**src/hw/rtl/sfl_ram.sv**
```systemverilog
`timescale 1ns / 1ps
// ----------------------------------------------------------------------------
// sfl_ram: generic single-port-write RAM
// One write port, one read port, read data registered.
// ----------------------------------------------------------------------------
module sfl_ram #(
	parameter int WIDTH = 8,
	parameter int DEPTH = 16
) (
	input  logic                     clk,
	input  logic                     we,
	input  logic [$clog2(DEPTH)-1:0] waddr,
	input  logic [WIDTH-1:0]         wdata,
	input  logic [$clog2(DEPTH)-1:0] raddr,
	output logic [WIDTH-1:0]         rdata
);

	logic [WIDTH-1:0] mem_q [DEPTH];
	logic [WIDTH-1:0] rdata_q;

	always_ff @(posedge clk) begin
		if (we)
			mem_q[waddr] <= wdata;
		rdata_q <= mem_q[raddr];
	end

	assign rdata = rdata_q;

endmodule

```
**config.mk**
```make
export PLATFORM = sky130hd
export DESIGN_NAME = sfl_ram
export DESIGN_NICKNAME = d
export VERILOG_FILES = /design/src/hw/rtl/sfl_ram.sv
export SDC_FILE = /design/constraint.sdc
export NUM_CORES = 1
export LEC_CHECK = 0
export ABC_CLOCK_PERIOD_IN_PS = 1900
export BUFFER_PORTS_ARGS = -buffer_cell sky130_fd_sc_hd__buf_2
export CAP_MARGIN = 10
export CORE_UTILIZATION = 54
export DETAILED_ROUTE_END_ITERATION = 8
export MAX_ROUTING_LAYER = met4
export PLACE_DENSITY = 0.8
export SETUP_SLACK_MARGIN = 0.2
export SYNTH_ARGS = -nofsm -noshare
export SYNTH_HDL_FRONTEND = slang
export SYNTH_SLANG_ARGS = --single-unit
export TNS_END_PERCENT = 1
```
**constraint.sdc**
```tcl
create_clock -name clk -period 1.9 [get_ports clk]
set_input_delay 0.38 -clock clk [delete_from_list [all_inputs] [get_ports clk]]
set_output_delay 0.38 -clock clk [all_outputs]
set_load 0.05 [all_outputs]
```
Word-level counts from Yosys, hierarchy flattened

Memories as Yosys holds them, arrays and structs flattened. A register that Yosys moved wholly into a read port is not among the register bits.
Index checks and enable logic that the tools add are counted.
W data, S select, Z words.

Register bits: 0
Bits in writable memories: 128
Output and inout port bits: 8
Word-level logic and storage cells: 3
Memories: 1

Mux-type cells: 2

Memory list:

| memory | depth | width | read ports | clocked after memory_dff | write ports | RTL line | text |
|---|---|---|---|---|---|---|---|
| mem_q  | 16    | 8     | 1          | 1                        | 1           | 18       | `logic [WIDTH-1:0] mem_q [DEPTH];` |

Operators by type and width:

| kind    | number |
|---|---|
| $mux W1 | 2 |

Logic depth before layout (Yosys ltp)

Gate-level depths: netlist of run 1.

Depth in word-level cells: 2
Mapped depth: 5
Depth with buffers taken out: 3

Worst setup path before layout of run 1

Ideal clock, no wire load.

Path kind: input-to-reg
Start: input waddr[2]
End: memory mem_q[0][0] (enable)
Data arrival time: 1.490 ns
Required time: 1.517 ns
Slack: 0.027 ns
Stages: 2
Cells stage by stage: or3b_2 -> nor3_1

RTL lines:

| what            | RTL line | text |
|---|---|---|
| start, declared | 12       | `input logic [$clog2(DEPTH)-1:0] waddr,` |
| end, declared   | 18       |  |

No word-level cell before the write port.

Worst setup path in the final report of run 1

Start: register rdata_q[5] (netlist: rdata[5]) (read register of mem_q)
End: output rdata[5]

RTL lines:

| what            | RTL line | text |
|---|---|---|
| start, declared | 19       | `logic [WIDTH-1:0] rdata_q;` |
| end, declared   | 15       | `output logic [WIDTH-1:0] rdata` |

No word-level cell between the ends.

==> results of run 1 <==
## metrics by stage
step | hold WS (ps) | setup slack (ps)
6_report | 239.2 | 366.6
5_1_grt | 229.7 | 323.7
4_1_cts | 222.6 | 337.6
3_5_place_dp | 656.5 | 167.2
3_3_place_gp | 654.0 | 178.4
2_1_floorplan | 478.9 | 253.9
## metal layers
layer / part of all wire / up-vias / routed length, um
met1: 0.41 / 1240 / 4291
met5: 0 / - / 0
met2: 0.49 / 125 / 5081
li1: - / 1087 / -
met4: 0.023 / 0 / 243
met3: 0.079 / 18 / 823
## kinds of logic after synthesis
family | synth area share
buffers and inverters | 0.01677
flip-flops | 0.7778
multiplexers | 0.1502
AO/OA/AOI/OAI | 0.02334
AND/OR/NAND/NOR | 0.03184
## sequential cells by signal, summed over array words and instances (netlist names)
name,cells
rdata,8
mem_q,128
## layout make-up
cell class,count,area share
tap,129,0.02633
clock buffer,21,0.07001
clock inverter,10,0.02123
multi-input combinational,83,0.1733
timing repair buffer,49,0.05593
sequential,136,0.6532
## layout by cell type (no fill, tap or decap), drive strengths merged, types with 2 or more instances in the layout
master / instances
nor2: 13
clkinv: 5
buf: 49
clkbuf: 21
bufinv: 3
nor3: 4
edfxtp: 128
clkinvlp: 2
nand3b: 2
dfxtp: 8
a22oi: 16
mux4: 32
nand2b: 2
nand2: 9
## power groups by stage
stage	clock network (W)	registers, W	logic (W)
after floorplan	0	0.00350	0.000171
after global placement	0	0.00344	0.000374
after detailed placement	0	0.00344	0.000382
after CTS	0.00313	0.00338	0.000389
after global routing	0.00325	0.00338	0.000411
final	0.00309	0.00338	0.000385
## path summary, 6_finish.rpt
kind	from	endpoint	slack [ps]	depth (start not counted)
min	wdata[5]	mem_q[15][5]$_DFFE_PP_	240	1
max reg2reg	mem_q[1][5]$_DFFE_PP_	rdata[5]$_DFF_P_	540	3
max	rdata[5]$_DFF_P_	rdata[5]	370	1
min reg2reg	mem_q[14][3]$_DFFE_PP_	rdata[3]$_DFF_P_	670	3
==> run metrics, run 1 <==
global-route wire length before repair=15510 um; crit path time final=1533 ps; crit-path leading delay family=flip-flops; number of remaining DRC errors=0; routing usage on met1=0.3229; layout cells sized above 1=0.3211; vias in the first global route=around 2600; CTS Buf Count=17; Seq pwr share=0.493; core footprint=0.009240 sq mm; largest cells by area after synthesis=edfxtp_1 (75%), mux4_2 (7.9%), mux4_1 (7.1%); worst path buffer plus inverter count=1; Routed Antenna Nets=0; post-route core utilization=0.6634; ys async rst share=0; YS warnings=0; register area share after synthesis=0.7778; Post-CTS Setup Repair Bufs=0; combinational power share=0.056; Main synth FF type=edfxtp_1; Slew headroom=0.7001; Detail Placement HPWL=about 6200 um; largest net degree at the start of global routing=17; Routed WL=10440 um; cell count after placement=397; number of cells produced by synthesis=229; area share of the largest cell type after synthesis=0.7467; num rows=35; register bit count reported by yosys=136; status=finished, final reports clean; gr usage total=0.2420; initial antenna violation count=0; # clock sinks=136; worst endpoint required time=1520 ps; Setup TNS Final=0 ps; clk_lat worst skew=520 ps; Mapped Area=0.005147 sq mm; area delta synth->final=19.08%; syn nets=247; area occupied by multi-input gates=roughly 0.0011 sq mm; syn avg cell area=22.48 sq um; Pleak=2.106 nW; clk_skew=11.87 ps; crit path kind=flop to output pin; CTS tree=built; Clk pwr share=0.451; via density per instance=around 5.8; Max clock buf depth=2; Power Internal=0.005476 W; Iter 0 DRT Violations=240; # Max-Cap Violations=0; Worst-path clk slew=60 ps; H-Tree Depth=4; most frequent cell after synthesis=edfxtp_1; Tightest Pin Transition=449.8 ps; Die X=99.64 um; Hold-fix buffers, CTS=0; FMAX=approximately 650 MHz; Filler Cells Inserted=577; Nets=305; crit-path max FO=1; peak supply drop=0.0006591 V; synth unique cells=19; CTS root buf=clkbuf_8; Ports=26; Total Power=0.006856 W; busiest grt layer=met2; RSZ-0062 raised after global routing=no; met2 Use GR=0.3547; chip height=99.64 um; DR pass1 iterations=4; Seq. cell area=roughly 0.004 sq mm; final hold vios=0; # setup viols final=0; fin cells=428; area leader, netlist=edfxtp_1; Initial Utilization=0.5571; Max Slew Vio Count=0; DIE AREA=between 0.009 and 0.01 sq mm; max incr delay on CP=360 ps; grt met3 use=0.06957; fin area=0.006130 sq mm; # diodes=0; net switching power=0.001380 W; Hold Crit Class=primary input to flop; grt ovf=0; routed via count=2470; Post-synth EDFFs=between 100 and 150; crit end category=output pin; Post-synth top cells=edfxtp_1 (128), mux4_2 (18), a22oi_1 (16), mux4_1 (14), nor2_1 (13); critical path's slowest cell=dfxtp_1; fin crit share=0.8070; Placement Cell Area=0.005570 sq mm; critical path data arrival time=1150 ps; Sw Share=0.2012; Port-buffer cells=25; CP Launch Type=flop; Post-CTS Resized=0; routability congestion estimate=0.7457; Cell Chain, Critical Path=buf_2; Power per Cell Area=around 1100 mW/mm^2; WL/cell=24.39 um
Note: power is estimated with default switching activity, not from simulation.
==> run 2: changes to the inputs <==
--- a/config.mk
+++ b/config.mk
@@ -5,13 +5,13 @@
 export SDC_FILE = /design/constraint.sdc
 export NUM_CORES = 1
 export LEC_CHECK = 0
-export ABC_CLOCK_PERIOD_IN_PS = 1900
+export ABC_CLOCK_PERIOD_IN_PS = 1600
 export BUFFER_PORTS_ARGS = -buffer_cell sky130_fd_sc_hd__buf_2
 export CAP_MARGIN = 10
-export CORE_UTILIZATION = 54
+export CORE_UTILIZATION = 58
 export DETAILED_ROUTE_END_ITERATION = 8
 export MAX_ROUTING_LAYER = met4
-export PLACE_DENSITY = 0.8
+export PLACE_DENSITY = 0.82
 export SETUP_SLACK_MARGIN = 0.2
 export SYNTH_ARGS = -nofsm -noshare
 export SYNTH_HDL_FRONTEND = slang
==> constraint.sdc (replaced) <==
create_clock -name clk -period 1.6 [get_ports clk]
set_input_delay 0.32 -clock clk [delete_from_list [all_inputs] [get_ports clk]]
set_output_delay 0.32 -clock clk [all_outputs]
set_load 0.05 [all_outputs]
==> run 2 against run 1 <==
Compared with the run above: sequential share of layout area down 0.99 points; routed wire length is 5.4% lower; clock power grew 24%; hold slack worse by 54 ps; critical path depth stayed put; final cell count down 4.0%; power increased by 21%; count of clock-buffer cells in the layout is 4 higher; cell area up 1.6%; die area shrank 6.8%; clock skew is 2.0 ps lower; largest cell class unchanged.
==> run metrics, run 2 (synthesized netlist as in run 1, its figures left out) <==
fin cells=411 (-4.0%); critical path data arrival time=1090 ps (-60 ps); largest net degree at the start of global routing=24 (+7); critical path's slowest cell=dfxtp_1; peak supply drop=0.0006811 V (+3.3%); CTS Buf Count=17 (unchanged); Placement Cell Area=0.005610 sq mm (+0.72%); area delta synth->final=20.95%; H-Tree Depth=4 (unchanged); DR pass1 iterations=5 (+1); Largest Register=mem_q; via density per instance=6.141 (+6.4%); Slew headroom=0.4779 (-0.2222); max reg flops=128 (unchanged); crit path time final=1406 ps; crit path kind=flop to output pin; worst endpoint required time=1280 ps (-240 ps); routability congestion estimate=0.7834 (+5.1%); # setup viols final=0 (unchanged); Iter 0 DRT Violations=301 (+25%); status=finished, final reports clean; core footprint=0.008636 sq mm (-6.5%); Hold Crit Class=primary input to flop; clk_lat worst skew=520 ps (about the same); most common cell after layout, fill and taps aside=edfxtp_1; crit end category=output pin; max incr delay on CP=320 ps (-40 ps); # clock sinks=136 (unchanged); number of remaining DRC errors=0 (unchanged); crit-path max FO=1 (unchanged); Worst-path clk slew=60 ps (about the same); crit-path leading delay family=flip-flops; Nets=308 (+0.98%); cell count after placement=379 (-4.5%); # diodes=0 (unchanged); Detail Placement HPWL=6221 um (+0.19%); fin area=0.006226 sq mm (+1.6%); final hold vios=0 (unchanged); Hold-fix buffers, CTS=0 (unchanged); initial antenna violation count=0 (unchanged); layout cells sized above 1=0.3531 (+0.03207); clk_skew=9.894 ps (-1.980 ps); Die X=96.21 um (-3.4%); gr usage total=0.2505 (+0.008460); grt ovf=0 (unchanged); vias in the first global route=2536 (-0.98%); Power per Cell Area=1336 mW/mm^2 (+19%); Cell Chain, Critical Path=buf_2; Max clock buf depth=2 (unchanged); global-route wire length before repair=14610 um (-5.8%); chip height=96.21 um (-3.4%); routed via count=2524 (+2.2%); CP Launch Type=flop; commonest non-fill, non-tap cells in the layout=edfxtp_1 (128), buf_4 (25), buf_2 (20), mux4_2 (19), clkbuf_16 (16); num rows=34 (-2.9%); Max Slew Vio Count=0 (unchanged); Tightest Pin Transition=781.5 ps (+331.7 ps); Initial Utilization=0.5961 (+0.03898); Setup WS post-layout=194.3 ps (-172.3 ps); RSZ-0062 raised after global routing=yes; fin crit share=0.8786; Pleak=2.151 nW (+2.1%); Routed Antenna Nets=0 (unchanged); # Max-Cap Violations=0 (unchanged); Routed WL=9870 um (-5.4%); CTS tree=built; worst path buffer plus inverter count=1 (unchanged); Setup WS pre-CTS=-182.3 ps (-349.5 ps); CTS root buf=clkbuf_8; WL/cell=24.01 um (-1.5%); Port-buffer cells=25 (unchanged); Ports=26 (unchanged); FMAX=711.4 MHz; DIE AREA=0.009255 sq mm (-6.8%)
run 2: cell types whose count changed in the layout (fill, tap and decap cells not counted), sizes merged:
| cell | delta |
|---|---|
| clkbuf | +5 |
| clkinvlp | -2 |
| clkinv | -1 |
| buf | +2 |
run 2: area by class of cell:
class | instances | area, sq um
Clock buffer | 25 | 474.2
Clock inverter | 7 | 117.6
Fill cell | 468 | 2410
Multi-Input combinational cell | 83 | 1087
Sequential cell | 136 | 4005
Tap cell | 108 | 135.1
Timing Repair Buffer | 52 | 406.6
run 2: worst paths after layout:
| kind | from | endpoint | slack (ps) | cells after the start |
|---|---|---|---|---|
| worst min-delay path | wdata[7] | mem_q[1][7]$_DFFE_PP_ | 190 | 1 |
| worst max-delay path | rdata[0]$_DFF_P_ | rdata[0] | 190 | 1 |
| worst max register to register | mem_q[0][5]$_DFFE_PP_ | rdata[5]$_DFF_P_ | 220 | 3 |
| worst min register to register | mem_q[14][1]$_DFFE_PP_ | rdata[1]$_DFF_P_ | 660 | 3 |
run 2: metrics by stage:
step | setup TNS (ps) | utilization | power (W) | hold WS [ps]
3_5_place_dp | -1269 | 0.6497 | 0.004548 | 659.9
4_1_cts | 0 | 0.7199 | 0.008352 | 178.5
2_1_floorplan | 0 | - | 0.004362 | 418.9
5_1_grt | 0 | 0.7210 | 0.008550 | 177.7
6_report | 0 | 0.7210 | 0.008315 | 185.1
3_3_place_gp | -630.0 | 0.6497 | 0.004524 | 648.4
run 2: power breakdown:
part	leakage (nW)	internal [W]	switching, W
sequential	1.22	0.00399	0.0000296
clock	0.290	0.00250	0.00132
combinational	0.637	0.000187	0.000296
run 2: timing repair:
item | CTS | global route
endpoints found under the setup margin | 8 | 11
hold endpoints to repair | 0 | 0
gates resized for setup | 7 | 3
buffers inserted | 0 | 0
run 2: routing by layer:
layer | wire length, um | GRT usage | up-vias
met5 | 0 | - | -
met4 | 134 | 0.1231 | 0
met3 | 659 | 0.07030 | 12
met2 | 5153 | 0.3966 | 112
met1 | 3923 | 0.2971 | 1304
li1 | - | - | 1096
==> run 3: changes to the inputs <==
--- a/config.mk
+++ b/config.mk
@@ -5,7 +5,7 @@
 export SDC_FILE = /design/constraint.sdc
 export NUM_CORES = 1
 export LEC_CHECK = 0
-export ABC_CLOCK_PERIOD_IN_PS = 1600
+export ABC_CLOCK_PERIOD_IN_PS = 1400
 export BUFFER_PORTS_ARGS = -buffer_cell sky130_fd_sc_hd__buf_2
 export CAP_MARGIN = 10
 export CORE_UTILIZATION = 58
==> constraint.sdc (replaced) <==
create_clock -name clk -period 1.4 [get_ports clk]
set_input_delay 0.28 -clock clk [delete_from_list [all_inputs] [get_ports clk]]
set_output_delay 0.28 -clock clk [all_outputs]
set_load 0.05 [all_outputs]
==> run 3 against run 2 <==
Compared with the run above: via count is 1.1% lower; final cell count is 0.73% higher; sequential share of layout area is 0.26 points lower; power is 10% higher; largest cell class unchanged; critical path depth is 2 higher; clock skew is 2.1 ps higher.
==> run metrics, run 3 (synthesized netlist as in run 1, its figures left out) <==
Routed WL=9677 um (-2.0%); area occupied by multi-input gates=0.001077 sq mm (-0.92%); via density per instance=6.031 (-1.8%); Max Slew Vio Count=0 (unchanged); worst endpoint required time=1790 ps (+510 ps); initial antenna violation count=0 (unchanged); Iter 0 DRT Violations=241 (-20%); num rows=34 (unchanged); # setup viols final=0 (unchanged); Pleak=2.112 nW (-1.8%); Routed Antenna Nets=0 (unchanged); CTS tree=built; Initial Utilization=0.5961 (unchanged); Ports=26 (unchanged); RR Endpoint=rdata[7]$_DFF_P_; fin crit share=0.9556; final hold vios=0 (unchanged); clk_skew=11.98 ps (+2.087 ps); Detail Placement HPWL=6121 um (-1.6%); # clock sinks=136 (unchanged); Power Internal=0.007164 W (+7.4%); # Max-Cap Violations=0 (unchanged); status=finished, final reports clean; routed via count=2497 (-1.1%); CTS root buf=clkbuf_8; R2R Setup Slk=60 ps (-160 ps); Die X=96.21 um (unchanged); Clk pwr share=0.436 (-0.023); post-route core utilization=0.7250 (+0.004057); CP Launch Type=flop; number of remaining DRC errors=0 (unchanged); Hold Crit Class=primary input to flop; crit path kind=flop to flop; fin cells=414 (+0.73%); clk_lat worst skew=520 ps (about the same); max reg flops=128 (unchanged); Placement Cell Area=0.005649 sq mm (+0.69%); Seq pwr share=0.500 (+0.017); CTS Buf Count=17 (unchanged); cells on worst reg2reg path=3 (unchanged); min-delay src=wdata[3]; WL/cell=23.37 um (-2.7%); core footprint=0.008636 sq mm (unchanged); Slew headroom=0.4382 (-0.03978); largest net degree at the start of global routing=19 (-21%); WHS=145.0 ps (-40.09 ps); fin area=0.006261 sq mm (+0.56%); vias in the first global route=2481 (-2.2%); Worst-path clk slew=60 ps (about the same); crit-path max FO=1 (unchanged); FMAX=747.5 MHz; R2R Path Start=mem_q[11][7]$_DFFE_PP_; global-route wire length before repair=14500 um (-0.76%); combinational power share=0.064 (+0.006); gr usage total=0.2486 (-0.001855); Tightest Pin Transition=841.0 ps (+59.55 ps); Seq. cell area=0.004011 sq mm (+0.16%); RSZ-0062 raised after global routing=yes; DIE AREA=0.009255 sq mm (unchanged); DR pass1 iterations=5 (unchanged); Power per Cell Area=1467 mW/mm^2 (+9.8%); area delta synth->final=21.63%; grt ovf=0 (unchanged); Sw Share=0.2199 (+0.02210); cell count after placement=382 (+0.79%); routability congestion estimate=0.7415 (-5.3%); most common cell after layout, fill and taps aside=edfxtp_1; peak supply drop=0.0009418 V (+38%); Hold Path Sink=mem_q[0][3]$_DFFE_PP_; # diodes=0 (unchanged); H-Tree Depth=4 (unchanged); crit end category=flop; Setup TNS Final=0 ps (unchanged); hold depth=1 (unchanged); crit path time final=1338 ps; Filler Cells Inserted=472 (+0.85%); Nets=311 (+0.97%); Port-buffer cells=25 (unchanged); commonest non-fill, non-tap cells in the layout=edfxtp_1 (128), mux4_2 (29), buf_4 (25), buf_2 (17), clkbuf_16 (16); Largest Register=mem_q; critical path data arrival time=1730 ps (+640 ps); Post-CTS Setup Repair Bufs=0 (unchanged); net switching power=0.002020 W (+23%); layout cells sized above 1=0.4314 (+0.07824); chip height=96.21 um (unchanged); Max clock buf depth=2 (unchanged)
==> run 3: changes by cell type in the layout (fill, tap and decap cells not counted), sizes merged <==
cell,delta
clkinvlp,+5
bufinv,-2
clkinv,+1
clkbuf,-8
inv,+3
buf,+4
==> run 3: worst max-delay path: stages, from the launching register on <==
cell      delay [ps]
edfxtp_1         420
mux4_2           520
a22oi_1          200
nand2_1           80
==> run 3: area by class of cell <==
cell class,count,area share
Sequential cell,136,0.6407
Multi-Input combinational cell,83,0.1721
Timing Repair Buffer,55,0.07874
Clock buffer,18,0.06675
Tap cell,108,0.02158
Clock inverter,14,0.02018
==> run 3: per-stage QoR <==
stage          total power (W)  setup WS [ps]
2_1_floorplan         0.004997          13.69
3_3_place_gp          0.005200         -287.7
3_5_place_dp          0.005221         -347.0
4_1_cts               0.009242          68.15
5_1_grt               0.009477          46.45
6_report              0.009183          62.22
==> run 3: repair_timing <==
item,CTS,global route
resized for setup,23,3
hold endpoints to repair,0,0
setup endpoints to repair,16,16
hold buffers,0,0
pin swaps,1,0
cloned,0,0
==> run 3: power groups by stage <==
stage	Clock, W	Combinational, W	Sequential [W]
after floorplan	0	0.000245	0.00475
after global placement	0	0.000540	0.00466
after detailed placement	0	0.000554	0.00467
after CTS	0.00406	0.000594	0.00459
after global routing	0.00425	0.000630	0.00460
final	0.00400	0.000590	0.00459
==> run 3: worst max-delay path by stage <==
stage,start,end,slack (ps)
6_report,mem_q[11][7]$_DFFE_PP_,rdata[7]$_DFF_P_,60
3_5_place_dp,raddr[0],rdata[2]$_DFF_P_,-350
4_1_cts,rdata[4]$_DFF_P_,rdata[4],70
2_1_floorplan,raddr[0],rdata[4]$_DFF_P_,10
3_3_place_gp,raddr[0],rdata[2]$_DFF_P_,-290
5_1_grt,mem_q[8][4]$_DFFE_PP_,rdata[4]$_DFF_P_,50
==> run 3: per-layer routing <==
layer	GRT usage	vias up	part of all wire
met1	0.3212	1282	0.40
met3	0.08057	16	0.058
met2	0.3735	105	0.52
met5	-	-	0
met4	0.09204	0	0.018
li1	-	1094	-
