## src/hw/rtl/sfl_pkg.sv

```systemverilog
`timescale 1ns / 1ps
// ----------------------------------------------------------------------------
// sfl_pkg: shared types and constants
// Geometry, entry layout and helper functions for the segmented LRU
// replacement block with frequency promotion.
// ----------------------------------------------------------------------------
package sfl_pkg;

	// Cache geometry
	localparam int NUM_SETS        = 2048;
	localparam int SET_WAYS        = 16;
	localparam int PROTECTED_SLOTS = 6;
	localparam int FREQ_WIDTH      = 2;

	// Segment sizes; the protected segment always leaves one probationary way
	localparam int PROT_N = (PROTECTED_SLOTS < SET_WAYS) ? PROTECTED_SLOTS : (SET_WAYS - 1);
	localparam int PROB_N = SET_WAYS - PROT_N;

	// Fixed field widths of the transaction ports
	localparam int SET_IN_W  = 11;
	localparam int WAY_IN_W  = 4;
	localparam int ADDR_IN_W = 48;
	localparam int TAG_LSB   = 6;
	localparam int TAG_W     = ADDR_IN_W - TAG_LSB;
	localparam int AGE_W     = 8;
	localparam int THR_W     = 2;
	localparam int CMP_W     = 4;
	localparam int STEP_W    = 4;

	// Storage addressing: {set, way}
	localparam int SET_W  = (NUM_SETS > 1) ? $clog2(NUM_SETS) : 1;
	localparam int WAY_W  = $clog2(SET_WAYS);
	localparam int ADDR_W = SET_W + WAY_W;

	// Configuration port
	localparam int PADDR_W = 3;
	localparam int PDATA_W = 32;
	localparam logic REG_PROMOTE_THRESHOLD = 1'b0;
	localparam logic [THR_W-1:0] THR_RESET = 2'd2;

	localparam logic [AGE_W-1:0] AGE_MAX       = '1;
	localparam logic [AGE_W-1:0] PROB_LAST_AGE = AGE_W'(PROB_N - 1);
	localparam logic [FREQ_WIDTH-1:0] FREQ_SAT = '1;

	// Number of compare-subtract steps that fold set_index into range
	function automatic int mod_steps();
		int n;
		n = 0;
		for (int k = 0; k < SET_IN_W; k++) begin
			if ((longint'(NUM_SETS) << k) < (longint'(1) << SET_IN_W))
				n++;
		end
		return n;
	endfunction

	localparam int MOD_STEPS = mod_steps();

	// NUM_SETS shifted left by k, only used for steps that fit the field
	function automatic logic [SET_IN_W-1:0] mod_const(logic [STEP_W-1:0] k);
		logic [31:0] c;
		c = 32'(NUM_SETS) << k;
		return c[SET_IN_W-1:0];
	endfunction

	// One metadata slot
	typedef struct packed {
		logic                  valid;
		logic [FREQ_WIDTH-1:0] freq;
		logic [AGE_W-1:0]      age;
		logic [TAG_W-1:0]      tag;
	} entry_t;

	localparam int ENTRY_W = $bits(entry_t);

	// Operations of the shared slot unit
	typedef enum logic [2:0] {
		OP_SCAN = 3'b001,
		OP_MRU  = 3'b010,
		OP_PUT  = 3'b100
	} alu_op_t;

	typedef struct packed {
		alu_op_t               op;
		logic                  sel;
		logic                  promote;
		logic [AGE_W-1:0]      old_age;
		logic [AGE_W-1:0]      best_age;
		logic [FREQ_WIDTH-1:0] new_freq;
		logic                  src_valid;
		logic [TAG_W-1:0]      src_tag;
	} alu_cmd_t;

	typedef struct packed {
		entry_t wdata;
		logic   ge;
		logic   free;
	} alu_res_t;

	typedef struct packed {
		logic              we;
		logic [ADDR_W-1:0] waddr;
		entry_t            wdata;
		logic [ADDR_W-1:0] raddr;
	} ram_req_t;

	function automatic logic [AGE_W-1:0] age_inc(logic [AGE_W-1:0] a);
		return (a == AGE_MAX) ? AGE_MAX : a + 1'b1;
	endfunction

	function automatic logic [FREQ_WIDTH-1:0] freq_inc(logic [FREQ_WIDTH-1:0] f);
		return (f == FREQ_SAT) ? FREQ_SAT : f + 1'b1;
	endfunction

	// Age after reset: slot position inside its own segment
	function automatic logic [AGE_W-1:0] reset_age(logic [WAY_W-1:0] w);
		logic [WAY_W:0] ww;
		ww = {1'b0, w};
		if (ww < (WAY_W+1)'(PROT_N))
			return AGE_W'(ww);
		return AGE_W'(ww - (WAY_W+1)'(PROT_N));
	endfunction

endpackage

```

## src/hw/rtl/sfl_ctrl.sv

```systemverilog
`timescale 1ns / 1ps
// ----------------------------------------------------------------------------
// sfl_ctrl: pass sequencer
// Clears the metadata store after reset, folds the set index, then runs
// read/modify/write passes over one segment of the set through the
// shared slot unit.
// ----------------------------------------------------------------------------
module sfl_ctrl (
	input  logic                          clk,
	input  logic                          arst_n,
	input  logic                          start,
	input  logic                          kind,
	input  logic [sfl_pkg::SET_IN_W-1:0]  set_index,
	input  logic [sfl_pkg::WAY_IN_W-1:0]  way,
	input  logic                          hit,
	input  logic [sfl_pkg::ADDR_IN_W-1:0] line_address,
	input  logic [sfl_pkg::THR_W-1:0]     thr,
	output logic                          busy,
	output logic                          done,
	output logic [sfl_pkg::WAY_IN_W-1:0]  victim_way,
	output sfl_pkg::ram_req_t             ram_req,
	input  sfl_pkg::entry_t               ram_rdata,
	output sfl_pkg::alu_cmd_t             alu_cmd,
	input  sfl_pkg::alu_res_t             alu_res
);
	import sfl_pkg::*;

	localparam int WX_W = WAY_IN_W + 2;
	localparam logic [WAY_W-1:0] PROT_LAST = WAY_W'(PROT_N - 1);
	localparam logic [WAY_W-1:0] PROB_LAST = WAY_W'(PROB_N - 1);

	typedef enum logic [8:0] {
		ST_CLEAR = 9'b000000001,
		ST_IDLE  = 9'b000000010,
		ST_MOD   = 9'b000000100,
		ST_DISP  = 9'b000001000,
		ST_TGT   = 9'b000010000,
		ST_VICT  = 9'b000100000,
		ST_MRU   = 9'b001000000,
		ST_OLD   = 9'b010000000,
		ST_PUT   = 9'b100000000
	} state_t;

	state_t                state_q;
	logic [ADDR_W-1:0]     clr_q;
	logic [STEP_W-1:0]     step_q;
	logic [SET_IN_W-1:0]   set_q;
	logic                  kind_q;
	logic [WAY_IN_W-1:0]   way_q;
	logic                  hit_q;
	logic [TAG_W-1:0]      tag_q;
	logic                  seg_prob_q;
	logic [WAY_W-1:0]      sel_q;
	logic [WAY_W-1:0]      cnt_q;
	logic [WAY_W-1:0]      last_q;
	logic                  iss_q;
	logic [WAY_W-1:0]      idx_s1;
	logic                  vld_s1;
	logic [AGE_W-1:0]      old_age_q;
	logic [FREQ_WIDTH-1:0] new_freq_q;
	logic                  promote_q;
	logic                  src_valid_q;
	logic [TAG_W-1:0]      src_tag_q;
	logic [AGE_W-1:0]      best_age_q;
	logic [WAY_W-1:0]      best_idx_q;
	logic                  found_q;
	logic [WAY_W-1:0]      free_idx_q;
	logic                  done_q;
	logic [WAY_IN_W-1:0]   victim_q;

	logic [WX_W-1:0]       way_x;
	logic                  way_ok;
	logic                  way_prot;
	logic [WAY_W-1:0]      prob_idx;
	logic [WAY_W-1:0]      seg_base;
	logic [WAY_W-1:0]      rd_way;
	logic [WAY_W-1:0]      wr_way;
	logic                  pass_end;
	logic                  is_scan;
	logic [FREQ_WIDTH-1:0] tgt_freq;
	logic                  tgt_promote;
	logic [SET_IN_W-1:0]   mod_c;
	logic                  step_ge;
	logic                  step_free;
	logic [AGE_W-1:0]      best_age_n;
	logic [WAY_W-1:0]      best_idx_n;
	logic                  found_n;
	logic [WAY_W-1:0]      free_idx_n;
	logic [WAY_W-1:0]      pick_idx;
	logic [WAY_W:0]        victim_sum;

	// Way decode for the captured transaction
	always_comb begin
		way_x    = {2'b00, way_q};
		way_ok   = way_x < WX_W'(SET_WAYS);
		way_prot = way_x < WX_W'(PROT_N);
		prob_idx = WAY_W'(way_x - WX_W'(PROT_N));
	end

	// Segment addressing and pass bookkeeping
	always_comb begin
		seg_base = seg_prob_q ? WAY_W'(PROT_N) : '0;
		rd_way   = seg_base + cnt_q;
		wr_way   = seg_base + idx_s1;
		pass_end = vld_s1 && (idx_s1 == last_q);
		is_scan  = (state_q == ST_VICT) || (state_q == ST_OLD);
		mod_c    = mod_const(step_q);
	end

	// Target slot: bumped frequency and promotion decision
	always_comb begin
		tgt_freq    = freq_inc(ram_rdata.freq);
		tgt_promote = seg_prob_q && (CMP_W'(tgt_freq) >= CMP_W'(thr));
	end

	// Scan accumulators including the slot returned this cycle
	always_comb begin
		step_ge    = vld_s1 && alu_res.ge;
		step_free  = vld_s1 && alu_res.free && !found_q;
		best_age_n = step_ge ? ram_rdata.age : best_age_q;
		best_idx_n = step_ge ? idx_s1 : best_idx_q;
		found_n    = found_q || step_free;
		free_idx_n = step_free ? idx_s1 : free_idx_q;
		pick_idx   = found_n ? free_idx_n : best_idx_n;
		victim_sum = (WAY_W+1)'(PROT_N) + {1'b0, pick_idx};
	end

	// Storage requests: clearing pass or write-back from the slot unit
	always_comb begin
		ram_req.raddr = {SET_W'(set_q), rd_way};
		if (state_q == ST_CLEAR) begin
			ram_req.we          = 1'b1;
			ram_req.waddr       = clr_q;
			ram_req.wdata.valid = 1'b0;
			ram_req.wdata.freq  = '0;
			ram_req.wdata.age   = reset_age(clr_q[WAY_W-1:0]);
			ram_req.wdata.tag   = '0;
		end else begin
			ram_req.we    = vld_s1 && ((state_q == ST_MRU) || (state_q == ST_PUT));
			ram_req.waddr = {SET_W'(set_q), wr_way};
			ram_req.wdata = alu_res.wdata;
		end
	end

	// Slot unit command
	always_comb begin
		case (state_q)
			ST_MRU:  alu_cmd.op = OP_MRU;
			ST_PUT:  alu_cmd.op = OP_PUT;
			default: alu_cmd.op = OP_SCAN;
		endcase
		alu_cmd.sel       = idx_s1 == sel_q;
		alu_cmd.promote   = promote_q;
		alu_cmd.old_age   = old_age_q;
		alu_cmd.best_age  = best_age_q;
		alu_cmd.new_freq  = new_freq_q;
		alu_cmd.src_valid = src_valid_q;
		alu_cmd.src_tag   = src_tag_q;
	end

	// Control sequencer
	always_ff @(posedge clk or negedge arst_n) begin
		if (!arst_n) begin
			state_q <= ST_CLEAR;
			clr_q   <= '0;
			iss_q   <= 1'b0;
			vld_s1  <= 1'b0;
			done_q  <= 1'b0;
		end else begin
			done_q <= 1'b0;

			// read issue counter, one slot per cycle
			if (iss_q) begin
				if (cnt_q == last_q)
					iss_q <= 1'b0;
				else
					cnt_q <= cnt_q + 1'b1;
			end
			vld_s1 <= iss_q;
			idx_s1 <= cnt_q;

			if (is_scan) begin
				best_age_q <= best_age_n;
				best_idx_q <= best_idx_n;
				found_q    <= found_n;
				free_idx_q <= free_idx_n;
			end

			unique case (state_q)
				ST_CLEAR: begin
					clr_q <= clr_q + 1'b1;
					if (&clr_q)
						state_q <= ST_IDLE;
				end
				ST_IDLE: begin
					if (start) begin
						kind_q  <= kind;
						set_q   <= set_index;
						way_q   <= way;
						hit_q   <= hit;
						tag_q   <= line_address[ADDR_IN_W-1:TAG_LSB];
						step_q  <= STEP_W'(MOD_STEPS - 1);
						state_q <= (MOD_STEPS > 0) ? ST_MOD : ST_DISP;
					end
				end
				ST_MOD: begin
					if (set_q >= mod_c)
						set_q <= set_q - mod_c;
					if (step_q == '0)
						state_q <= ST_DISP;
					else
						step_q <= step_q - 1'b1;
				end
				ST_DISP: begin
					if (!kind_q) begin
						seg_prob_q <= 1'b1;
						cnt_q      <= '0;
						last_q     <= PROB_LAST;
						iss_q      <= 1'b1;
						best_age_q <= '0;
						best_idx_q <= '0;
						found_q    <= 1'b0;
						state_q    <= ST_VICT;
					end else if (!way_ok || (way_prot && !hit_q)) begin
						state_q <= ST_IDLE;
					end else if (way_prot) begin
						seg_prob_q <= 1'b0;
						sel_q      <= WAY_W'(way_x);
						cnt_q      <= WAY_W'(way_x);
						last_q     <= WAY_W'(way_x);
						iss_q      <= 1'b1;
						state_q    <= ST_TGT;
					end else if (hit_q) begin
						seg_prob_q <= 1'b1;
						sel_q      <= prob_idx;
						cnt_q      <= prob_idx;
						last_q     <= prob_idx;
						iss_q      <= 1'b1;
						state_q    <= ST_TGT;
					end else begin
						// miss fill of a probationary slot
						seg_prob_q  <= 1'b1;
						sel_q       <= prob_idx;
						cnt_q       <= '0;
						last_q      <= PROB_LAST;
						iss_q       <= 1'b1;
						src_valid_q <= 1'b1;
						new_freq_q  <= FREQ_WIDTH'(1);
						src_tag_q   <= tag_q;
						state_q     <= ST_PUT;
					end
				end
				ST_TGT: begin
					if (pass_end) begin
						old_age_q   <= ram_rdata.age;
						new_freq_q  <= tgt_freq;
						promote_q   <= tgt_promote;
						src_valid_q <= ram_rdata.valid;
						src_tag_q   <= ram_rdata.tag;
						cnt_q       <= '0;
						last_q      <= seg_prob_q ? PROB_LAST : PROT_LAST;
						iss_q       <= 1'b1;
						state_q     <= ST_MRU;
					end
				end
				ST_MRU: begin
					if (pass_end) begin
						if (promote_q) begin
							seg_prob_q <= 1'b0;
							cnt_q      <= '0;
							last_q     <= PROT_LAST;
							iss_q      <= 1'b1;
							best_age_q <= '0;
							best_idx_q <= '0;
							found_q    <= 1'b0;
							state_q    <= ST_OLD;
						end else begin
							state_q <= ST_IDLE;
						end
					end
				end
				ST_OLD: begin
					// oldest protected slot receives the promoted entry
					if (pass_end) begin
						sel_q   <= best_idx_n;
						cnt_q   <= '0;
						last_q  <= PROT_LAST;
						iss_q   <= 1'b1;
						state_q <= ST_PUT;
					end
				end
				ST_PUT: begin
					if (pass_end)
						state_q <= ST_IDLE;
				end
				ST_VICT: begin
					if (pass_end) begin
						done_q   <= 1'b1;
						victim_q <= WAY_IN_W'(victim_sum);
						state_q  <= ST_IDLE;
					end
				end
				default: state_q <= ST_IDLE;
			endcase
		end
	end

	assign busy       = state_q != ST_IDLE;
	assign done       = done_q;
	assign victim_way = victim_q;

endmodule

```

## config.mk

```make
export PLATFORM = sky130hd
export DESIGN_NAME = sfl_ctrl
export DESIGN_NICKNAME = d
export VERILOG_FILES = /design/src/hw/rtl/sfl_pkg.sv /design/src/hw/rtl/sfl_ctrl.sv
export SDC_FILE = /design/constraint.sdc
export NUM_CORES = 1
export LEC_CHECK = 0
export BUFFER_PORTS_ARGS = -buffer_cell sky130_fd_sc_hd__buf_2
export CAP_MARGIN = 10
export CORE_MARGIN = 4
export CORE_UTILIZATION = 44
export CTS_CLUSTER_SIZE = 28
export DETAILED_ROUTE_END_ITERATION = 8
export PLACE_DENSITY = 0.77
export SYNTH_ARGS = -nofsm -noshare
export SYNTH_HDL_FRONTEND = slang
export SYNTH_SLANG_ARGS = --single-unit
export TNS_END_PERCENT = 1
```

## constraint.sdc

```tcl
create_clock -name clk -period 4 [get_ports clk]
set_input_delay 0 -clock clk [delete_from_list [all_inputs] [get_ports clk]]
set_output_delay 0 -clock clk [all_outputs]
set_load 0.01 [all_outputs]
```

# Yosys cells after proc, flatten, opt, wreduce, memory -nomap -nowiden
# Index checks and enable logic that the tools add are counted.
[totals]
ff_bits = 182
latchBits = 0
ram_bits = 0
rom_bits = 0
elab_cells = 207
n_memories = 0
[classes]
addsub = 10
n_mul = 0
div_mod_pow = 0
magnitude_cmp = 4
eq_ne = 29
shift = 1
n_mux = 105
bitwise_logic = 0
reduce_logical = 32
[ops]
columns = ["cell", "n"]
rows = [
  ["two-way mux 42 bit", 5],
  ["two-way mux 4 bit", 31],
  ["two-way mux 9 bit", 11],
  ["one-hot mux 42 bit (2 select lines)", 1],
  ["one-hot mux 9 bit (8 select lines)", 1],
  ["two-way mux 69 bit", 1],
  ["two-way mux 8 bit", 8],
  ["two-way mux 1 bit", 25],
  ["!= test 2 bit (second input constant)", 12],
  ["one-hot mux 4 bit (2 select lines)", 3],
  ["two-way mux 11 bit", 2],
  ["one-hot mux 11 bit (2 select lines)", 1],
  ["AND reduction 7 bit", 3],
  ["one-hot mux 4 bit (4 select lines)", 1],
  ["one-hot mux 8 bit (2 select lines)", 1],
  ["adder 15 x 1 -> 15 bit (second input constant)", 1],
  ["AND reduction 15 bit", 1],
  ["equality test 4 bit", 3],
  ["two-way mux 2 bit", 6],
  ["one-hot mux 4 bit (3 select lines)", 1],
  ["left shift 12 x 4 -> 11 bit (first input constant)", 1],
  [">= comparator 11 bit", 1],
  ["subtractor 11 bit", 1],
  ["AND reduction 5 bit", 2],
  ["37 further kinds", 58],
]

# Depth between registers and ports, before layout
# Gate-level depths: netlist of the first run.
[logic_depth]
ltp_word = 7
mapped_depth = 7

# Worst setup path before layout of the first run
# No wires, ideal clock.
[synth_path]
path_kind = "register to register"
from = "register state_q[5]"
to = "register new_freq_q[0] (enable)"
setup_ns = 0.459
arrival_time_ns = 3.444
required_ns = 3.541
slack_ns = 0.097
path_stages_with_launch = 7
period_less_slack_ns = 3.903
cell_sequence = "dfrtp_1 -> buf_6 -> nor3_4 -> nand2_1 -> nor2b_1 -> nand2_1 -> a21boi_1"
[synth_between]
elab_chain_cells = 3
[synth_rtl]
columns = ["item", "line_no", "text"]
rows = [
  ["start: declaration", "sfl_ctrl.sv:44", "state_t state_q;"],
  ["start signal: assignment", "sfl_ctrl.sv:203", "state_q <= (MOD_STEPS > 0) ? ST_MOD : ST_DISP;"],
  ["equality test 9 x 4 -> 1 bit / equality test 9 x 5 -> 1 bit (equally long branches)", "sfl_ctrl.sv:189", "unique case (state_q)"],
  ["!= test 2 bit (no line) / nonzero test 2 bit (equally long branches)", "--", ""],
  ["AND reduction 7 bit (no line) *", "--", ""],
  ["end signal: assignment", "sfl_ctrl.sv:256", "new_freq_q <= tgt_freq;"],
  ["end: declaration", "sfl_ctrl.sv:60", "logic [FREQ_WIDTH-1:0] new_freq_q;"],
]
# Mark *: on every way between the ends. The rest lies on a longest branch, timed or not.
# A chain may end at the register's enable or synchronous reset.

# Final worst setup path of the first run
[layout_path]
from = "register state_q[5]"
to = "register new_freq_q[1] (enable)"
# Same word-level chain as after synthesis.

==> flow_metrics.py, run 1 <==
metrics = {
    "outcome": {
        "status": "completed",
    },
    "setup_path": {
        "r2r_slack_ns": 1.26,
        "required_ns": 4.13,
        "r2r-end": "new_freq_q[1]",
        "reg2reg_depth": 6,
        "crit_end": "new_freq_q[1]",
        "worstSetupStartpointType": "register",
        "worstPathArrival_ns": 2.88,
        "criticalPathCategory": "reg2reg",
        "startpoint": "state_q[5]",
        "endpoint_kind": "register",
        "cp_max_fo": 29,
        "reg2reg_from": "state_q[5]",
    },
    "final_layout": {
        "fin_util_pct": 65.0,
        "fin_nets": 1249,
        "drive_above_1_share_pct": 36.3,
        "syn_to_final_growth_pct": 44.2,
        "layoutNonFillerInstCount": 1303,
    },
    "drt": {
        "drc_errors": 0,
        "detail_route.wl_per_cell_um": 17.9,
        "ant_nets": 0,
        "wirelength_um": 23400,
        "first_pass_iters": 4,
        "vias": 6566,
        "drt_iter0_markers": 330,
        "vias_per_cell": 5.04,
    },
    "sta": {
        "max_slew_margin_pct": 38.6,
        "rsz0062_at_grt": "no",
        "fin_ws_ns": 1.26,
        "max_freq_mhz": 365,
        "finalSetupViolCount": 0,
        "finalClockSkew_ns": 0.0223,
        "tightest_slew_ns": 0.918,
        "tns_ns": 0,
        "finalCritPeriodShare_pct": 68.6,
        "hold_viol": 0,
        "slew_viol_final": 0,
        "min_period_ns": 2.74,
    },
    "clock_tree": {
        "cts_sinks": 177,
        "cts_buffers": 17,
        "hold_buffers": 116,
        "cts_tree": "done",
        "clock_path_buffers": 2,
        "cts_resized": 0,
        "clk_latency_ns": 0.45,
        "clk_pin_slew_ns": 0.07,
        "post_cts_buffers": 0,
        "cts_max_level": 4,
        "cts-root-buf": "clkbuf_16",
    },
    "power": {
        "p_sw_share_pct": 29.9,
        "clkPwrFrac_pct": 33.1,
        "ir_drop_v": 0.000310,
        "power_density_nw_per_um2": 434,
        "p_seq_share_pct": 46.7,
        "power_leakage_nw": 5.18,
        "p_comb_share_pct": 20.2,
        "power.internal_mw": 3.57,
        "p_switching_mw": 1.53,
        "power_mw": 5.10,
    },
    "flow_run": {
        "drv_cap": 0,
    },
    "die": {
        "start_util_pct": 45.1,
        "core_area_um2": 18100,
        "rows": 49,
        "pin_count": 334,
        "die_h_um": 144,
        "dieArea_um2": 20800,
        "fp.dieW_um": 144,
    },
    "yosys": {
        "synth-simple-area-share_pct": 15.2,
        "synthCells": 621,
        "synth_edf_count": 151,
        "synth_mux_area_share_pct": 9.22,
        "avgSynthCellArea_um2": 13.1,
        "synthAdderAreaFrac_pct": 1.87,
        "ys.flop_type": "edfxtp_1",
        "yosysSeqAreaShare_pct": 63.6,
        "yosysWarnings": 0,
        "syn_area_um2": 8160,
        "synth_top_family_by_area": "simple AND/OR/NAND/NOR gates",
        "synth_cell_types": 54,
        "synth-compound-area-share_pct": 3.93,
        "ys_ff_latch": 177,
        "synth_nets": 810,
        "async_flop_share_pct": 14.7,
        "synthXorXnorAreaFrac_pct": 3.87,
    },
    "placement": {
        "dp_hpwl_um": 15300,
        "portBuffers": 327,
        "dpl_worst_slack_ns": 1.24,
        "dpl.cell_count": 1154,
        "gp_routability_congestion": 0.849,
    },
    "global_routing": {
        "grt_usage_pct": 21.8,
        "grt_start_max_net_pins": 61,
        "grt_pass1_wl_um": 34900,
        "antenna_found_initial": 1,
        "grt_pass1_vias": 6644,
        "grt_overflow_total": 0,
    },
    "hold_path": {
        "hold_path_class": "in2reg",
    },
}
==> cell usage after synthesis, types with 2 or more instances <==
library cell  count  area, um^2
o22ai_1           3        18.8
xnor2_1          15         131
fa_1              2        40.0
mux2i_1          20         200
o21ai_0          13        65.1
nor3_4            2        32.5
nand4_1           5        31.3
or4_1             2        15.0
ha_1              9         113
a21oi_1          14        70.1
xor2_1           21         184
nor2_1           42         158
nor3_2            3        30.0
mux2_2            7        78.8
inv_1            12        45.0
clkbuf_1         12        45.0
buf_4             3        22.5
mux2_1           42         473
nor4_1            3        18.8
nor2b_1           5        31.3
nand2b_1          3        18.8
nand2_1          79         297
a211oi_1          2        15.0
and3_1            4        25.0
o21ai_1           6        30.0
buf_2            13        65.1
edfxtp_1        151        4530
and2_1           53         332
or2_2             2        12.5
nand3_1          23         115
dfrtp_1          25         626
nand4b_1          3        26.3
==> how the worst min path moves through the flow <==
stage          startpoint   endpoint  slack (ns)  cells past startpoint
3_3_place_gp       arst_n   clr_q[9]        0.04                      1
5_1_grt            thr[1]  promote_q        0.12                      5
3_5_place_dp       arst_n   clr_q[5]        0.05                      1
4_1_cts            thr[1]  promote_q        0.06                      5
6_report           thr[1]  promote_q        0.08                      5
2_1_floorplan      arst_n   clr_q[0]       -0.30                      0
==> flip-flops by register name, indices dropped and copies added (netlist names), 2 cells and up <==
register	flops
best_age_q	8
state_q	8
idx_s1	4
last_q	4
best_idx_q	4
victim_way	4
old_age_q	8
cnt_q	4
clr_q	15
src_tag_q	42
free_idx_q	4
tag_q	42
new_freq_q	2
sel_q	4
way_q	4
set_q	11
==> power groups by stage <==
stage	sequential (mW)	combinational [mW]	clock (mW)
2_1_floorplan	2.38	0.598	0
3_3_place_gp	2.41	0.916	0
3_5_place_dp	2.42	0.935	0
4_1_cts	2.38	1.03	1.70
5_1_grt	2.40	1.15	1.78
6_report	2.38	1.03	1.69
==> worst max-delay path, stage by stage (launching register included) <==
cell      delay (ns)
dfrtp_1         0.52
nor3_4          0.42
nand2_1         0.12
nor2b_1         0.34
nand2_1         0.17
a21boi_4        0.58
buf_12          0.29
==> cell usage in the layout (no fill, tap or decap), types with 7 or more instances in the layout <==
cell type	instances
buf_2	327
edfxtp_1	151
dlygate4sd3_1	116
nand2_1	79
and2_1	52
nor2_1	42
mux2_1	42
dfrtp_1	25
nand3_1	23
xor2_1	21
mux2i_1	20
clkbuf_16	17
xnor2_1	15
a21oi_1	14
o21ai_0	13
inv_1	12
ha_1	9
mux2_2	7
==> logic make-up after synthesis <==
group | after synthesis
flops | 177
xor+xnor | 36
fa+ha+maj | 11
compound gates | 50
mux | 69
buf+inv | 41
simple gates | 237
==> cell type report <==
type	count	area, um^2
fill	1312	6320
sequential	177	5190
clock buffer	17	425
tap	229	287
antenna	1	2.50
clock inverter	15	169
inverter	12	45.0
multi-input combinational	403	2790
timing repair buffer	449	2860
==> metal layers <==
| layer | global-route usage (%) | wire length (um) |
|---|---|---|
| met5 | 0 | 0 |
| met4 | 7.85 | 623 |
| met1 | 27.1 | 9470 |
| met2 | 36.0 | 11400 |
| met3 | 6.94 | 1830 |
==> stage by stage <==
step	hold slack, ns	instance area [um^2]
global route	0.116	11800
floorplan	-0.296	8160
CTS	0.0609	11800
finish	0.0826	11800
global placement	0.0432	10000
detailed placement	0.0515	10000
Power figures use the tool's default switching activity.
==> run 2, diff against run 1 <==
Clock period 4 ns to 2.29 ns, I/O delays scaled along.
==> flow_metrics.py, run 2 (same netlist as run 1, synthesis figures left out) <==
metrics = {
    "outcome": {
        "status": "completed",
    },
    "flow_run": {
        "drv_cap": 0,
    },
    "setup_path": {
        "path_cells": "nor3_4 -> and4b_2 -> buf_4 -> nand2_1 -> nand2_1 -> buf_2",
        "cp_max_fo": 11,
        "worstSetupStartpointType": "register",
        "critical_path_buf_inv_count": 2,
        "required_ns": 2.29,
        "path_delay_family": "simple AND/OR/NAND/NOR gates",
        "worstPathArrival_ns": 2.15,
        "slowest_stage": "dfrtp_1",
        "endpoint_kind": "output pin",
        "critPathMostFrequentCell": "nand2_1",
        "critPathMaxStageDelay_ns": 0.46,
        "criticalPathCategory": "reg2out",
    },
    "die": {
        "pin_count": 334,
        "rows": 49,
        "fp.dieW_um": 144,
        "die_h_um": 144,
        "dieArea_um2": 20800,
        "start_util_pct": 45.1,
        "core_area_um2": 18100,
    },
    "clock_tree": {
        "cts_sinks": 177,
        "cts-root-buf": "clkbuf_16",
        "clk_latency_ns": 0.44,
        "clock_path_buffers": 2,
        "cts_tree": "done",
        "cts_buffers": 17,
        "clk_pin_slew_ns": 0.07,
        "cts_max_level": 4,
    },
    "global_routing": {
        "antenna_found_initial": 0,
        "grt_start_max_net_pins": 57,
        "grt_overflow_total": 0,
        "grt_usage_pct": 22.9,
        "grt_pass1_wl_um": 36400,
        "grt_pass1_vias": 6793,
    },
    "drt": {
        "drc_errors": 0,
        "wirelength_um": 24300,
        "first_pass_iters": 6,
        "vias_per_cell": 5.09,
        "ant_nets": 0,
        "vias": 6754,
        "drt_iter0_markers": 400,
        "detail_route.wl_per_cell_um": 18.3,
    },
    "power": {
        "p_seq_share_pct": 44.6,
        "power_mw": 9.23,
        "ir_drop_v": 0.000551,
        "p_sw_share_pct": 28.9,
        "power_density_nw_per_um2": 768,
        "power_leakage_nw": 5.33,
        "p_switching_mw": 2.67,
        "p_comb_share_pct": 21.8,
        "clkPwrFrac_pct": 33.6,
        "power.internal_mw": 6.56,
    },
    "final_layout": {
        "reg_top3": "src_tag_q: 42 flops, tag_q: 42 flops, clr_q: 15 flops",
        "multiInputGateArea_um2": 2800,
        "fin_util_pct": 66.5,
        "layout_commonest_cell": "buf_2",
        "fillers": 1251,
        "fin_nets": 1274,
        "drive_above_1_share_pct": 37.9,
        "mostFrequentLayoutCells": "buf_2, edfxtp_1, dlygate4sd3_1",
        "syn_to_final_growth_pct": 47.5,
        "regArea_um2": 5190,
    },
    "sta": {
        "finalCritPeriodShare_pct": 94.0,
        "rsz0062_at_grt": "no",
        "finalClockSkew_ns": 0.0222,
        "finalSetupViolCount": 0,
        "max_slew_margin_pct": 66.9,
        "min_period_ns": 2.15,
        "tightest_slew_ns": 0.494,
        "slew_viol_final": 0,
        "hold_viol": 0,
        "max_freq_mhz": 465,
        "tns_ns": 0,
    },
    "hold_path": {
        "hold_path_class": "in2async",
    },
    "placement": {
        "portBuffers": 327,
        "gp_routability_congestion": 0.853,
        "dp_hpwl_um": 15700,
    },
}
[run 2: cell count changes in the layout (fill, tap and decap cells not counted), sizes merged]
cell | previous run | this run
buf | 333 | 358
bufinv | 0 | 2
inv | 25 | 20
clkinv | 2 | 5
[run 2: cell type report]
cell class	count	share of cell area (%)
multi-input cells	403	23.3
inverters	12	0.375
clock inverters	15	1.74
clock buffers	17	3.54
flip-flops and latches	177	43.1
repair buffers	474	25.5
well taps	229	2.38
diodes	1	0.0208
[run 2: path summary, 6_finish.rpt]
| path | start | to | slack (ns) | depth (start not counted) |
|---|---|---|---|---|
| min in group clk | thr[1] | promote_q | 0.08 | 5 |
| setup / recovery | state_q[4] | ram_req[77] | 0.14 | 6 |
| hold reg to reg | iss_q | vld_s1 | 0.41 | 0 |
| max in group asynchronous | arst_n | done | 1.60 | 3 |
| hold / removal | arst_n | state_q[4] | 0.05 | 2 |
| setup reg to reg | state_q[5] | src_tag_q[34] | 0.19 | 7 |
[run 2: timing repair]
action | CTS | global route
hold endpoints to repair | 150 | 0
endpoints found under the setup margin | 18 | 30
gates resized for setup | 1 | 1
pin swaps | 1 | 1
setup buffers | 2 | 2
hold buffers | 116 | 0
[run 2: worst register-to-register path, cell delays in order (launching register included)]
cell and delay (ns):
dfrtp_1 0.50, nor3_4 0.32, buf_4 0.19, nand2_1 0.08
nor2b_2 0.16, nand2_1 0.10, a21boi_4 0.16, buf_12 0.27
[run 2: power groups by stage]
stage	clock, mW	combinational, mW	sequential [mW]
3_5_place_dp	0	1.80	4.17
4_1_cts	3.13	1.97	4.10
5_1_grt	3.28	2.21	4.15
6_report	3.11	2.01	4.12
2_1_floorplan	0	1.05	4.14
3_3_place_gp	0	1.76	4.16
[run 2: stage by stage]
stage / cells / cell area, um^2 / hold WS, ns / setup slack (ns)
finish: 1328 / 12000 / 0.0457 / 0.137
global route: 1327 / 12000 / 0.0418 / 0.0174
CTS: 1325 / 12000 / 0.0578 / 0.101
detailed placement: 1175 / 10200 / -0.0443 / 0.199
global placement: 1175 / 10200 / -0.0527 / 0.221
floorplan: 621 / 8180 / -0.296 / -0.184
[run 2: layer usage]
metal	vias to the layer above	track usage (%)	wire length, um
li1	3155	-	-
met5	-	0	0
met2	327	37.2	11900
met1	3221	28.9	9810
met3	51	7.80	2040
met4	0	7.41	586
==> run 3, diff against run 2 <==
==> constraint.sdc (replaced) <==
create_clock -name clk -period 2.29 [get_ports clk]
set_input_delay 0.1145 -clock clk [delete_from_list [all_inputs] [get_ports clk]]
set_output_delay 0.1145 -clock clk [all_outputs]
set_load 0.01 [all_outputs]
==> flow_metrics.py, run 3 (same netlist as run 1, synthesis figures left out) <==
metrics = {
    "outcome": {
        "status": "completed",
    },
    "hold_path": {
        "min-delay-start": "ram_rdata[30]",
        "holdPathEnd": "src_tag_q[30]",
        "hold_path_class": "in2reg",
        "whs_path_depth": 2,
    },
    "final_layout": {
        "fillers": 1292,
        "syn_to_final_growth_pct": 46.0,
        "drive_above_1_share_pct": 38.6,
        "reg_top3": "src_tag_q: 42 flops, tag_q: 42 flops, clr_q: 15 flops",
        "fin_nets": 1268,
        "finalInstanceArea_um2": 11900,
        "mostFrequentLayoutCells": "buf_2, edfxtp_1, dlygate4sd3_1",
        "layout_commonest_cell": "buf_2",
    },
    "drt": {
        "wirelength_um": 24000,
        "detail_route.wl_per_cell_um": 18.1,
        "vias_per_cell": 5.01,
        "drt_iter0_markers": 303,
        "drc_errors": 0,
        "first_pass_iters": 5,
        "ant_nets": 0,
        "vias": 6624,
    },
    "power": {
        "p_switching_mw": 2.61,
        "ir_drop_v": 0.000545,
        "p_seq_share_pct": 46.2,
        "power_mw": 8.92,
        "clkPwrFrac_pct": 31.5,
        "power.internal_mw": 6.31,
        "p_comb_share_pct": 22.4,
        "p_sw_share_pct": 29.2,
        "power_leakage_nw": 5.27,
        "power_density_nw_per_um2": 749,
    },
    "die": {
        "die_h_um": 144,
        "fp.dieW_um": 144,
        "pin_count": 334,
        "dieArea_um2": 20800,
        "start_util_pct": 45.1,
        "rows": 49,
        "core_area_um2": 18100,
    },
    "clock_tree": {
        "cts_sinks": 177,
        "clk_latency_ns": 0.43,
        "cts-root-buf": "clkbuf_16",
        "clk_pin_slew_ns": 0.07,
        "clock_path_buffers": 2,
        "cts_tree": "done",
        "cts_buffers": 17,
        "cts_max_level": 4,
    },
    "sta": {
        "finalClockSkew_ns": 0.0164,
        "min_period_ns": 2.17,
        "tightest_slew_ns": 0.459,
        "slew_viol_final": 0,
        "max_freq_mhz": 462,
        "finalCritPeriodShare_pct": 94.6,
        "hold_ws_ns": 0.0101,
        "max_slew_margin_pct": 69.3,
        "hold_viol": 0,
        "finalSetupViolCount": 0,
    },
    "setup_path": {
        "r2r-end": "src_tag_q[40]",
        "critPathMaxStageDelay_ns": 0.46,
        "cp_max_fo": 56,
        "path_delay_family": "simple AND/OR/NAND/NOR gates",
        "worstSetupStartpointType": "register",
        "reg2reg_depth": 6,
        "endpoint_kind": "output pin",
        "path_cells": "nor3_4 -> nand4b_4 -> buf_6 -> and2_1 -> buf_2",
        "reg2reg_from": "last_q[1]",
        "r2r_slack_ns": 0.15,
        "required_ns": 2.18,
        "critical_path_buf_inv_count": 2,
        "worstPathArrival_ns": 2.05,
        "criticalPathCategory": "reg2out",
        "slowest_stage": "dfrtp_2",
    },
    "placement": {
        "gp_routability_congestion": 0.801,
        "placed_cell_area_um2": 10200,
        "portBuffers": 327,
        "dp_hpwl_um": 15800,
    },
    "global_routing": {
        "grt_pass1_wl_um": 35900,
        "grt_pass1_vias": 6723,
        "grt_start_max_net_pins": 57,
        "grt_usage_pct": 22.3,
        "grt_overflow_total": 0,
        "antenna_found_initial": 2,
    },
    "flow_run": {
        "drv_cap": 0,
    },
}
==> run 3: cell types whose count changed in the layout (fill, tap and decap cells not counted), sizes merged <==
cell         before  now
clkinv            5    7
bufinv            2    0
diode             1    2
dlygate4sd3     116  108
buf             358  360
==> run 3: metal layers <==
metal	global-route usage, %	routed length, um	vias to the layer above
li1	-	-	3145
met1	28.6	9800	3155
met2	36.8	11700	290
met3	5.99	1910	34
met4	8.15	534	0
met5	0	0	-
==> run 3: how the worst max path moves through the flow <==
stage | startpoint | to | slack (ns) | cells past startpoint
after detailed placement | last_q[1] | src_tag_q[4] | 0.15 | 6
final | state_q[4] | ram_req[33] | 0.12 | 5
after global placement | last_q[1] | src_valid_q | 0.22 | 6
after floorplan | state_q[8] | new_freq_q[0] | -0.18 | 6
after CTS | state_q[4] | ram_req[33] | 0.02 | 5
after global routing | state_q[4] | ram_req[77] | -0.02 | 6
==> run 3: layout make-up <==
cell class	count	area, um^2	share of cell area, %
multi-input combinational	403	2800	23.5
clock buffer	17	425	3.57
inverter	12	45.0	0.378
timing repair buffer	468	3010	25.3
tap	229	287	2.41
sequential	177	5190	43.6
clock inverter	15	141	1.19
antenna	2	5.00	0.0420
==> run 3: repair_timing <==
action,4_1_cts,5_1_grt
hold endpoints to repair,133,0
pin swaps,2,3
gates resized for setup,1,6
endpoints found under the setup margin,64,63
cloned,0,0
hold buffers,108,0
buffers inserted,1,5
==> run 3: power by group through the flow <==
stage	logic [mW]	registers [mW]	clock network, mW
final	1.99	4.12	2.81
after global routing	2.20	4.15	2.98
after CTS	1.96	4.10	2.84
after detailed placement	1.80	4.17	0
after global placement	1.76	4.16	0
after floorplan	1.05	4.14	0
==> run 3: metrics by stage <==
step | setup TNS [ns] | utilization (%) | worst slack, ns | instances
after detailed placement | 0 | 56.4 | 0.153 | 1175
after floorplan | -12.16 | - | -0.184 | 621
after global placement | 0 | 56.4 | 0.222 | 1175
after CTS | 0 | 65.5 | 0.0167 | 1316
after global routing | -0.0161 | 65.8 | -0.0161 | 1322
final | 0 | 65.8 | 0.125 | 1323
